<file path="src/hw/rtl/tdrc_ram.sv">
// Generic single-port RAM with registered read.
module tdrc_ram #(
   parameter int WIDTH = 8,
   parameter int DEPTH = 256
) (
   input  logic                     clock,
   input  logic                     wr_en,
   input  logic [$clog2(DEPTH)-1:0] addr,
   input  logic [WIDTH-1:0]         wr_data,
   output logic [WIDTH-1:0]         rd_data
);
   logic [WIDTH-1:0] mem_ff [DEPTH];

   always_ff @(posedge clock) begin
      if (wr_en) begin
         mem_ff[addr] <= wr_data;
      end
      rd_data <= mem_ff[addr];
   end
endmodule

</file>
<file path="config.mk">
export PLATFORM = sky130hd
export DESIGN_NAME = tdrc_ram
export DESIGN_NICKNAME = d
export VERILOG_FILES = /design/src/hw/rtl/tdrc_ram.sv
export SDC_FILE = /design/constraint.sdc
export NUM_CORES = 2
export LEC_CHECK = 0
export BUFFER_PORTS_ARGS = -buffer_cell sky130_fd_sc_hd__buf_2
export CORE_MARGIN = 10
export CORE_UTILIZATION = 50
export CTS_CLUSTER_DIAMETER = 60
export DETAILED_ROUTE_END_ITERATION = 10
export PLACE_DENSITY = 0.73
export SYNTH_ARGS = -nofsm -noshare
export SYNTH_HDL_FRONTEND = slang
export SYNTH_SLANG_ARGS = --single-unit
</file>
<file path="constraint.sdc">
create_clock -name clock -period 3.4 [get_ports clock]
set_input_delay 0.68 -clock clock [delete_from_list [all_inputs] [get_ports clock]]
set_output_delay 0.68 -clock clock [all_outputs]
set_load 0.1 [all_outputs]
</file>
==> results by group <==
Global routing
  • Busiest layer in global routing: met2
  • Met3 layer usage reported by global route: under 10%
  • Initial antenna violation count: 8
  • GR Util All Layers: between 20% and 30%
  • Routing usage on met2: 35.0%
  • GRT overflow: 0
  • Largest net degree at the start of global routing: approximately 100
  • Met1 Track Usage GR: approximately 30%
  • Vias in the first global route: 40,100
  • First-pass GRT wire length: around 280,000 µm

Power and ir drop
  • Fraction of power spent switching nets: 21.2%
  • Total chip power: between 0.05 and 0.06 W
  • Lkg Pwr: approximately 29 nW
  • Pwr dens: 581 mW/mm²
  • Clock Power Share: between 40% and 50%
  • Sequential power share: 52.8%
  • Cell internal pwr: 0.0417 W
  • Logic pwr share: 4.9%
  • Max VDD drop: 0.436 mV
  • Net Switching: 0.0112 W

Clock network
  • Hold_buf cts: 0
  • TritonCTS Sinks: 2,056
  • Inserted Clock Buffers: 199
  • Setup bufs post-CTS: 0
  • Clock latency on the worst-skew pair: 840 ps
  • Post-cts resize count: 0
  • CTS max path bufs: 3
  • Clk slew on worst S/H paths: approximately 60 ps
  • H-tree depth: 4
  • CTS tree: built
  • CTS root buf: clkbuf_16

Drt
  • DR pass1 iterations: 5
  • Via/cell ratio: 6.32
  • DR iter-0 viols: roughly 5,200
  • Vias: roughly 39,000
  • Final WL: 189,000 µm
  • DRT antenna net count: 0
  • Routed wire per std cell: 30.3 µm
  • DRC: 0

Timing
  • RSZ-0062 raised after global routing: false
  • Rel. slew slack: 13.9%
  • Clock Skews: between 30 and 40 ps
  • Final hold vios: 0
  • Setup ws final: 238 ps
  • Fin crit period: 3160 ps
  • Setup Viol. Count Final: 0
  • Final-report max-slew violation count: 0
  • Min Hold Slack: 367 ps
  • Period utilization: 93.0%
  • Max Freq: roughly 320 MHz
  • Tightest Pin Transition: around 1300 ps

Yosys
  • Netlist cell types: 22
  • Top FF cell, synth: edfxtp_1
  • Sequential fraction of the synthesis area: 78.6%
  • Synth top area cells: edfxtp_1 78%, mux4_2 15%, a22oi_1 2.4%, nor2_1 1.1%, a21oi_1 0.82%
  • Syn avg cell area: 22.1 µm²
  • Synth Net Count: 3,565
  • EDFF count, synth: 2,048
  • Syn Inst Count: 3,547
  • Share of the synthesized area in the top cell type: between 70% and 80%
  • FFs w/ async S/R, synth: 0%
  • Cell Area, Synth: 0.0785 mm²
  • Post-synth top cells: 2,048 x edfxtp_1, 512 x mux4_2, 256 x a22oi_1
  • Warnings, synthesis: 0
  • Synth Register Bits: 2,056
  • Area leader, netlist: edfxtp_1
  • Most common cell in the netlist: edfxtp_1

Placed design
  • Placed cell areas: approximately 0.084 mm²
  • Setup WS pre-CTS: -617 ps
  • Buffers on Ports: 25
  • GPL Wtd Cong: approximately 0.85
  • Dpl hpwl: approximately 110,000 µm

Final layout
  • Layout Utilization: 58.4%
  • Final net count: 4,008
  • Area Overhead vs Synth: 16.1%
  • Cell area after layout: 0.0912 mm²
  • Share of layout cells above drive strength 1: around a third

Critical path
  • CP bufs+invs: 3
  • Worst setup SP type: input port
  • CP peak stage delay: 1050 ps
  • Crit Path Class: input port to flop
  • Top cell family by delay on the critical path: compound AO/OA/AOI/OAI gates
  • Crit Path Max Fanout: 22
  • CP Capture Type: flop
  • Req. time, crit path: between 4000 and 5000 ps
  • Critical Path, Cell by Cell: buf_8, buf_12, buf_4, mux4_2, a22oi_1, a21oi_1, o41ai_1, nand4_1
  • Worst path slowest cell: o41ai_1
  • Crit path DAT: between 3000 and 4000 ps

Floorplan
  • Core ar.: 0.156 mm²
  • Die area: around 0.17 mm²
  • Die Height: 416 µm
  • Starting Density: between 50% and 60%
  • Die width: 416 µm
  • Rows: 145
  • I/O pin count: 26

Worst hold path
  • Hold Crit Class: input port to flop

Run status
  • Status: finished, final reports clean

Run
  • Max-Cap Viols: 0
[logic make-up after synthesis]
family	after synthesis	synth area share [%]
flops	2056	78.6
buf+inv	233	1.40
compound gates	416	3.62
simple gates	330	1.73
mux	512	14.7
[routing by layer]
layer  routed length (µm)  share of wire (%)  up-vias
li1                     -                  -    16000
met1                70100                 37    20700
met2                93400                 49     2327
met3                18900                 10      372
met4                 6380                3.4        2
met5                   13             0.0069        -
[worst paths after layout]
check,startpoint,endpoint,slack (ps),depth (start not counted)
worst max register to register,mem_ff[187][6]$_DFFE_PP_,rd_data[6]$_DFF_P_,530,6
worst min register to register,mem_ff[135][7]$_DFFE_PP_,rd_data[7]$_DFF_P_,1090,5
worst max-delay path,addr[0],rd_data[4]$_DFF_P_,240,8
worst min-delay path,wr_data[4],mem_ff[73][4]$_DFFE_PP_,370,1
[cell type report]
class,count,area (µm²)
antenna,3,7.51
fill,10700,65100
sequential,2056,61700
inverter,1,3.75
timing repair buffer,474,4440
tap,2058,2570
multi-input combinational,1258,15800
clock buffer,239,5270
clock inverter,135,1410
[state kept, by name, summed over array words and instances (netlist names)]
signal / flops
rd_data: 8
mem_ff: 2048
[metrics by stage]
stage | cells | TNS (ps)
final | 6224 | 0
after global placement | 5847 | -5500
after global routing | 6223 | 0
after CTS | 6221 | 0
after detailed placement | 5847 | -3880
after floorplan | 3547 | 0
[worst reg2reg max path, stage by stage, from the launching register on]
cell and delay, ps:
edfxtp_1 390, mux4_2 490, a22oi_1 260, a21oi_1 190, o41ai_1 1030, buf_4 260, nand4_1 70
[power by group through the flow]
stage / combinational [W] / sequential [W] / clock (W)
finish: 0.00260 / 0.0280 / 0.0224
global route: 0.00273 / 0.0280 / 0.0237
CTS: 0.00261 / 0.0280 / 0.0226
detailed placement: 0.00259 / 0.0285 / 0
global placement: 0.00254 / 0.0285 / 0
floorplan: 0.00124 / 0.0286 / 0
[layout by cell type, fill, tap and decap left out, drive strengths merged]
master	n
edfxtp	2048
mux4	512
buf	466
a22oi	256
clkbuf	247
nor2	232
a21oi	128
clkinv	93
o41ai	32
nor3	30
nand2	28
bufinv	23
nand3	13
inv	12
nand4	8
clkinvlp	8
dfxtp	8
nor2b	7
nand2b	6
diode	3
and2	3
or2	2
or3	1
Note: power is estimated with default switching activity, not from simulation.
